`src/hw/rtl/rlbd_pkg.sv`:
```
// rlbd_pkg: shared types and constants of the run-length byte decoder
// used by every module under hw/rtl; depends on nothing
package rlbd_pkg;

  localparam int unsigned RUN_LIMIT    = 64;
  localparam int unsigned CNT_W        = $clog2(RUN_LIMIT + 1);
  localparam int unsigned CAP_W        = 16;
  localparam logic [CAP_W-1:0] CAP_RESET = 16'd256;
  localparam int unsigned Q_DEPTH      = 4;

  typedef enum logic [1:0] {
    KIND_DATA     = 2'd0,
    KIND_DONE     = 2'd1,
    KIND_OVERFLOW = 2'd2
  } kind_t;

  typedef enum logic [1:0] {
    OP_RUN,
    OP_DONE,
    OP_OVERFLOW
  } op_t;

  typedef struct packed {
    op_t              op;
    logic [7:0]       value;
    logic [CNT_W-1:0] count;
  } cmd_t;

endpackage

```
`src/hw/rtl/run_length_byte_decoder.sv`:
```
// run_length_byte_decoder: top level, capacity register and channel wiring
// depends on rlbd_pkg, rlbd_front, rlbd_queue, rlbd_back
//
//   channel | ports                                         | transfer when
//   input   | in_push in_full in_encoded_byte               | in_push && !in_full
//   result  | out_empty out_pop out_result_kind             | out_pop && !out_empty
//           | out_out_byte out_run_last                     |
//   config  | psel penable pwrite paddr pwdata prdata pready | psel penable pwrite
//
// a count byte within the limits takes no output slot of its own
// a value byte queues a run that leaves the result register at one byte per cycle
// while the result is taken; a status item fills one result slot
// input stalls only when the command queue (Q_DEPTH_P entries) is full
// synchronous active-low reset; capacity returns to 256, the parser to count phase
module run_length_byte_decoder
  import rlbd_pkg::*;
#(
  parameter int unsigned Q_DEPTH_P = Q_DEPTH
) (
  input  logic        clk,
  input  logic        rst_n,
  input  logic        in_push,
  output logic        in_full,
  input  logic [7:0]  in_encoded_byte,
  output logic        out_empty,
  input  logic        out_pop,
  output logic [1:0]  out_result_kind,
  output logic [7:0]  out_out_byte,
  output logic        out_run_last,
  input  logic        psel,
  input  logic        penable,
  input  logic        pwrite,
  input  logic [2:0]  paddr,
  input  logic [31:0] pwdata,
  output logic [31:0] prdata,
  output logic        pready
);

  logic [CAP_W-1:0] capacity_r;
  logic             in_fire;
  logic             cmd_push;
  cmd_t             cmd;
  logic             q_full;
  logic             head_valid;
  cmd_t             head_cmd;
  logic             head_pop;
  logic             res_valid;
  kind_t            res_kind;

  assign pready = 1'b1;
  assign prdata = (paddr[2] == 1'b0) ? {{(32 - CAP_W){1'b0}}, capacity_r} : 32'd0;

  always_ff @(posedge clk) begin
    if (!rst_n) begin
      capacity_r <= CAP_RESET;
    end else if (psel && penable && pwrite && paddr[2] == 1'b0) begin
      capacity_r <= pwdata[CAP_W-1:0];
    end
  end

  assign in_full = q_full;
  assign in_fire = in_push && !q_full;

  rlbd_front u_front (
    .clk      (clk),
    .rst_n    (rst_n),
    .in_valid (in_fire),
    .in_byte  (in_encoded_byte),
    .capacity (capacity_r),
    .cmd_push (cmd_push),
    .cmd      (cmd)
  );

  rlbd_queue #(
    .DEPTH (Q_DEPTH_P)
  ) u_queue (
    .clk        (clk),
    .rst_n      (rst_n),
    .push       (cmd_push),
    .push_cmd   (cmd),
    .full       (q_full),
    .head_valid (head_valid),
    .head_cmd   (head_cmd),
    .pop        (head_pop)
  );

  rlbd_back u_back (
    .clk        (clk),
    .rst_n      (rst_n),
    .head_valid (head_valid),
    .head_cmd   (head_cmd),
    .head_pop   (head_pop),
    .out_valid  (res_valid),
    .out_kind   (res_kind),
    .out_byte   (out_out_byte),
    .out_last   (out_run_last),
    .out_take   (out_pop)
  );

  assign out_empty       = !res_valid;
  assign out_result_kind = res_kind;

endmodule

```
`src/hw/rtl/rlbd_front.sv`:
```
// rlbd_front: parses the encoded byte stream and checks counts against the run limit and capacity
// depends on rlbd_pkg; feeds commands into rlbd_queue
module rlbd_front
  import rlbd_pkg::*;
(
  input  logic             clk,
  input  logic             rst_n,
  input  logic             in_valid,
  input  logic [7:0]       in_byte,
  input  logic [CAP_W-1:0] capacity,
  output logic             cmd_push,
  output cmd_t             cmd
);

  typedef enum logic [1:0] {
    PH_COUNT,
    PH_VALUE,
    PH_SKIP_COUNT,
    PH_SKIP_VALUE
  } phase_t;

  phase_t           phase_r, phase_nxt;
  logic [CNT_W-1:0] held_r, held_nxt;
  logic [CAP_W-1:0] total_r, total_nxt;
  logic [CAP_W:0]   sum;

  assign sum = {1'b0, total_r} + {{(CAP_W - 7){1'b0}}, in_byte};

  always_comb begin
    phase_nxt = phase_r;
    held_nxt  = held_r;
    total_nxt = total_r;
    cmd_push  = 1'b0;
    cmd.op    = OP_RUN;
    cmd.value = 8'd0;
    cmd.count = held_r;
    if (in_valid) begin
      unique case (phase_r)
        PH_COUNT: begin
          if (in_byte == 8'd0) begin
            cmd_push  = 1'b1;
            cmd.op    = OP_DONE;
            total_nxt = '0;
          end else if (in_byte > 8'(RUN_LIMIT) || sum > {1'b0, capacity}) begin
            cmd_push  = 1'b1;
            cmd.op    = OP_OVERFLOW;
            phase_nxt = PH_SKIP_VALUE;
          end else begin
            held_nxt  = in_byte[CNT_W-1:0];
            phase_nxt = PH_VALUE;
          end
        end
        PH_VALUE: begin
          cmd_push  = 1'b1;
          cmd.op    = OP_RUN;
          cmd.value = in_byte;
          total_nxt = total_r + {{(CAP_W - CNT_W){1'b0}}, held_r};
          held_nxt  = '0;
          phase_nxt = PH_COUNT;
        end
        PH_SKIP_COUNT: begin
          if (in_byte == 8'd0) begin
            total_nxt = '0;
            phase_nxt = PH_COUNT;
          end else begin
            phase_nxt = PH_SKIP_VALUE;
          end
        end
        PH_SKIP_VALUE: begin
          phase_nxt = PH_SKIP_COUNT;
        end
      endcase
    end
  end

  always_ff @(posedge clk) begin
    if (!rst_n) begin
      phase_r <= PH_COUNT;
      held_r  <= '0;
      total_r <= '0;
    end else begin
      phase_r <= phase_nxt;
      held_r  <= held_nxt;
      total_r <= total_nxt;
    end
  end

endmodule

```
`src/hw/rtl/rlbd_queue.sv`:
```
// rlbd_queue: short command queue between parser and expander
// depends on rlbd_pkg for the command type
module rlbd_queue
  import rlbd_pkg::*;
#(
  parameter int unsigned DEPTH = Q_DEPTH
) (
  input  logic clk,
  input  logic rst_n,
  input  logic push,
  input  cmd_t push_cmd,
  output logic full,
  output logic head_valid,
  output cmd_t head_cmd,
  input  logic pop
);

  localparam int unsigned PW = (DEPTH > 1) ? $clog2(DEPTH) : 1;
  localparam int unsigned CW = $clog2(DEPTH + 1);

  cmd_t          mem_r [DEPTH];
  logic [PW-1:0] wr_ptr_r, wr_ptr_nxt;
  logic [PW-1:0] rd_ptr_r, rd_ptr_nxt;
  logic [CW-1:0] cnt_r, cnt_nxt;
  logic          do_push, do_pop;

  assign full       = (cnt_r == CW'(DEPTH));
  assign head_valid = (cnt_r != '0);
  assign head_cmd   = mem_r[rd_ptr_r];
  assign do_push    = push && !full;
  assign do_pop     = pop && head_valid;

  always_comb begin
    wr_ptr_nxt = wr_ptr_r;
    rd_ptr_nxt = rd_ptr_r;
    cnt_nxt    = cnt_r;
    if (do_push) begin
      wr_ptr_nxt = (wr_ptr_r == PW'(DEPTH - 1)) ? '0 : wr_ptr_r + 1'b1;
    end
    if (do_pop) begin
      rd_ptr_nxt = (rd_ptr_r == PW'(DEPTH - 1)) ? '0 : rd_ptr_r + 1'b1;
    end
    if (do_push && !do_pop) begin
      cnt_nxt = cnt_r + 1'b1;
    end else if (do_pop && !do_push) begin
      cnt_nxt = cnt_r - 1'b1;
    end
  end

  always_ff @(posedge clk) begin
    if (!rst_n) begin
      wr_ptr_r <= '0;
      rd_ptr_r <= '0;
      cnt_r    <= '0;
    end else begin
      wr_ptr_r <= wr_ptr_nxt;
      rd_ptr_r <= rd_ptr_nxt;
      cnt_r    <= cnt_nxt;
    end
  end

  always_ff @(posedge clk) begin
    if (do_push) begin
      mem_r[wr_ptr_r] <= push_cmd;
    end
  end

endmodule

```
`src/hw/rtl/rlbd_back.sv`:
```
// rlbd_back: expands queued commands into result items, one per cycle while the result slot is free
// depends on rlbd_pkg; drains rlbd_queue into the result register
module rlbd_back
  import rlbd_pkg::*;
(
  input  logic       clk,
  input  logic       rst_n,
  input  logic       head_valid,
  input  cmd_t       head_cmd,
  output logic       head_pop,
  output logic       out_valid,
  output kind_t      out_kind,
  output logic [7:0] out_byte,
  output logic       out_last,
  input  logic       out_take
);

  logic             busy_r, busy_nxt;
  logic [CNT_W-1:0] left_r, left_nxt;
  logic [7:0]       run_byte_r, run_byte_nxt;
  logic             valid_r, valid_nxt;
  kind_t            kind_r, kind_nxt;
  logic [7:0]       byte_r, byte_nxt;
  logic             last_r, last_nxt;
  logic             slot_free;

  assign slot_free = !valid_r || out_take;

  always_comb begin
    busy_nxt     = busy_r;
    left_nxt     = left_r;
    run_byte_nxt = run_byte_r;
    valid_nxt    = valid_r;
    kind_nxt     = kind_r;
    byte_nxt     = byte_r;
    last_nxt     = last_r;
    head_pop     = 1'b0;
    if (slot_free) begin
      if (busy_r) begin
        valid_nxt = 1'b1;
        kind_nxt  = KIND_DATA;
        byte_nxt  = run_byte_r;
        last_nxt  = (left_r == CNT_W'(1));
        busy_nxt  = (left_r != CNT_W'(1));
        left_nxt  = left_r - 1'b1;
      end else if (head_valid) begin
        head_pop  = 1'b1;
        valid_nxt = 1'b1;
        unique case (head_cmd.op)
          OP_RUN: begin
            kind_nxt     = KIND_DATA;
            byte_nxt     = head_cmd.value;
            last_nxt     = (head_cmd.count == CNT_W'(1));
            busy_nxt     = (head_cmd.count != CNT_W'(1));
            left_nxt     = head_cmd.count - 1'b1;
            run_byte_nxt = head_cmd.value;
          end
          OP_DONE: begin
            kind_nxt = KIND_DONE;
            byte_nxt = 8'd0;
            last_nxt = 1'b1;
          end
          default: begin
            kind_nxt = KIND_OVERFLOW;
            byte_nxt = 8'd0;
            last_nxt = 1'b1;
          end
        endcase
      end else begin
        valid_nxt = 1'b0;
      end
    end
  end

  always_ff @(posedge clk) begin
    if (!rst_n) begin
      busy_r  <= 1'b0;
      valid_r <= 1'b0;
      left_r  <= '0;
    end else begin
      busy_r  <= busy_nxt;
      valid_r <= valid_nxt;
      left_r  <= left_nxt;
    end
  end

  always_ff @(posedge clk) begin
    run_byte_r <= run_byte_nxt;
    kind_r     <= kind_nxt;
    byte_r     <= byte_nxt;
    last_r     <= last_nxt;
  end

  assign out_valid = valid_r;
  assign out_kind  = kind_r;
  assign out_byte  = byte_r;
  assign out_last  = last_r;

endmodule

```
`config.mk`:
```
export PLATFORM = sky130hd
export DESIGN_NAME = run_length_byte_decoder
export DESIGN_NICKNAME = d
export VERILOG_FILES = /design/src/hw/rtl/rlbd_pkg.sv /design/src/hw/rtl/run_length_byte_decoder.sv /design/src/hw/rtl/rlbd_front.sv /design/src/hw/rtl/rlbd_queue.sv /design/src/hw/rtl/rlbd_back.sv
export SDC_FILE = /design/constraint.sdc
export NUM_CORES = 1
export LEC_CHECK = 0
export BUFFER_PORTS_ARGS = -buffer_cell sky130_fd_sc_hd__buf_2
export CAP_MARGIN = 20
export CORE_MARGIN = 1.5
export CORE_UTILIZATION = 50
export DETAILED_ROUTE_END_ITERATION = 12
export PLACE_DENSITY = 0.73
export RECOVER_POWER = 100
export SYNTH_ARGS = -nofsm -noshare
export SYNTH_HDL_FRONTEND = slang
export SYNTH_SLANG_ARGS = --single-unit
```
`constraint.sdc`:
```
create_clock -name clk -period 4.2 [get_ports clk]
set_clock_uncertainty 0.1 [all_clocks]
set_input_delay 0.42 -clock clk [delete_from_list [all_inputs] [get_ports clk]]
set_output_delay 0.42 -clock clk [all_outputs]
set_load 0.03 [all_outputs]
```
==> flow_summary.toml <==
[cts]
cts_hold_buffers = 0
htreeDepth = 4
clock_latency_ps = 420
clk_pin_slew_worst_paths_ps = 60
tritoncts = "built"
cts_buffers = 17
cts_sinks = 146
clockRootBuffer = "clkbuf_16"
clock_path_buffers = 2

[timing]
rsz0062_at_grt = "true"
worst_pin_slew_ps = 1410
fin_crit_sh_pct = 104
setup_slack_ps = -155
hold_ws_ps = 132
fin_crit_ps = 4360
slew_viol_final = 0
hold_viol = 0
fmax_mhz = 230
relSlewSlack_pct = 6.06
setup-tns-final_ps = -220
setup_violations = 2

[synth]
synth-compound-area-share_pct = 11.0
syn-instance-count = 659
netlist.area_leader.share_pct = 35.8
ys_types = 57
synthTopCellsByCount = "edfxtp_1, nand2_1, dfxtp_1"
synthFlopType = "edfxtp_1"
synth_area_leaders = "edfxtp_1, dfxtp_1, ha_1, mux4_2, nand2_1"
synth_xor_area_share_pct = 3.84
post-synth-top-count-cell = "edfxtp_1"
synth_area_leader_cell = "edfxtp_1"
synth_area_per_cell_um2 = 11.1
synth-adder-area-share_pct = 7.86
async_flop_share_pct = 0
synth-seq-cells = 146
synth_area_mm2 = 0.00729
ys_warn_count = 0
synth_simple_gate_area_share_pct = 14.2
ys_seq_area_share_pct = 52.0
synth-edff-count = 87
muxShareOfSynthArea_pct = 5.93
synth_top_family_by_area = "simple AND/OR/NAND/NOR gates"

[cells_and_area]
drive_above_1_share_pct = 20.0
synthToLayoutAreaGrowth_pct = 20.1
fin_util_pct = 62.4
fillers = 1088
nNetsFinal = 845
finalNonFillerCells = 944
antenna_cells = 0

[job]
drv_cap = 0

[grt]
gr-usage-met3_pct = 5.22
met1_usage_pct = 21.8
grt_pass1_wl_um = 23700
grt_max_degree = 54
grt_pass1_vias = 5076
top_usage_layer = "met2"
grt_overflow = 0
grt_use_met2_pct = 37.9
grt.total_usage_pct = 20.4
antenna_found_initial = 0

[routing]
drc = 0
post_drt_wl_per_cell_um = 15.6
viasPerCell = 5.40
drtIter0Drc = 270
ant_nets = 0
wirelength_um = 14800
vias = 5099
first_pass_iters = 5

[setup_path]
slowest_delay_ps = 370
critPathKind = "register to register"
cp-startpoint = "u_front.total_r[0]"
path_cells = "ha_4, inv_2, fa_2, nand2b_4, a21oi_4, or2_4, a31oi_4, nor2_1, xor2_1, ha_1, o21ai_0, o21bai_1, o41ai_4, or3_1, nand2_2, o31a_1, ha_4, inv_2, fa_2, xor2_1, or3_1, a21boi_1"
worstSetupEndpointType = "register"
required_ps = 4450
slowest_stage = "or3_1"
r2r-start = "u_front.total_r[0]"
arrival_ps = 4610
startpoint_type = "register"
cp_max_fo = 4

[placed_design]
place_congestion = 0.820
pre_cts_ws_ps = -443
placedCellCount = 907
place_hpwl_um = 10300
port_buffers = 60

[floorplanning]
core_mm2 = 0.0140
die_y_um = 124
num_io_pins = 96
fp.dieW_um = 124
fp-row-count = 43
initial_utilization_pct = 51.9
die_area_mm2 = 0.0153

[run_status]
violations = "negative setup slack"
status = "complete, but fails checks"

[power]
vdd_drop_max_v = 0.000360
leakagePower_nw = 3.35
p_per_area_mw_per_mm2 = 545

[hold_path]
hp-class = "input port to register"
min_from = "pwdata[8]"
## repair_timing
| action | in CTS | in global routing |
|---|---|---|
| endpoints found under the setup margin | 2 | 71 |
| pin swaps | 8 | 13 |
| gates resized for setup | 4 | 16 |
| setup buffers | 1 | 4 |
## power breakdown
| part | switching [mW] | internal [mW] | leakage, nW |
|---|---|---|---|
| registers | 0.102 | 1.78 | 1.27 |
| clock network | 0.618 | 0.962 | 0.293 |
| logic | 0.803 | 0.512 | 1.78 |
## per-layer routing
| layer | vias up | share of wire, % |
|---|---|---|
| met5 | - | 0 |
| met1 | 2428 | 41 |
| met4 | 0 | 2.0 |
| li1 | 2529 | - |
| met3 | 26 | 3.5 |
| met2 | 116 | 54 |
## worst max-delay path: cells and delay by family, from the launching register on
family          cells  cell delay (ps)
xor+xnor            2              370
flops               1              350
buf+inv             2               60
compound gates      7             1010
simple gates        6             1230
fa+ha+maj           5             1170
## state kept, by name, indices dropped and copies added (netlist names), 3 cells and up, named ones only
signal	count
u_back.run_byte_r	8
u_back.left_r	7
u_back.out_byte	8
u_queue.mem_r	68
u_front.held_r	7
u_front.total_r	16
u_queue.cnt_r	3
capacity_r	16
## cell families after synthesis
kind of cell	count (synthesis)
other	2
and+or+nand+nor	212
DFF	146
muxes	22
buffers and inverters	80
adders and majority gates	44
AOI/OAI and AO/OA	121
xor gates and xnor gates	32
## cell usage in the layout, fill, tap and decap left out, drive strengths merged, types with 4 or more instances in the layout
cell type  netlist  routed
a21boi          17      17
a21o             6       6
a21oi           30      30
a22o             8       8
a22oi            7       7
and2            15      15
and3             5       5
buf             22      73
clkbuf          24      50
conb             2      17
dfxtp           59      59
edfxtp          87      87
ha              41      41
inv             34      39
mux2i            5       5
mux4            17      17
nand2           73      73
nand2b           6       6
nand4           13      13
nor2            46      46
nor2b           16      16
nor3            12      12
o211ai           4       4
o21ai           25      25
o21bai           4       4
or3             11      11
xnor2           17      17
xor2            15      15
## stage by stage
step / power [mW] / cell area [um2]
finish: 4.77 / 8760
global route: 5.01 / 8760
CTS: 4.82 / 8680
detailed placement: 3.22 / 8050
global placement: 3.15 / 8050
floorplan: 2.87 / 7430
## cell type report
type / count / area, um2 / share of cell area [%]
Sequential cell: 146 / 3800 / 43.3
Clock inverter: 13 / 173 / 1.97
Clock buffer: 19 / 443 / 5.05
Tap cell: 180 / 225 / 2.57
Inverter: 34 / 128 / 1.46
Multi-Input combinational cell: 448 / 3360 / 38.3
Timing Repair Buffer: 104 / 639 / 7.30
## worst paths after layout
check | endpoint | slack, ps | cells past startpoint
setup / recovery | u_queue.cnt_r[2] | -160 | 22
hold / removal | capacity_r[8] | 130 | 3
setup reg to reg | u_queue.cnt_r[2] | -160 | 22
hold reg to reg | capacity_r[14] | 360 | 2
Power figures use the tool's default switching activity.
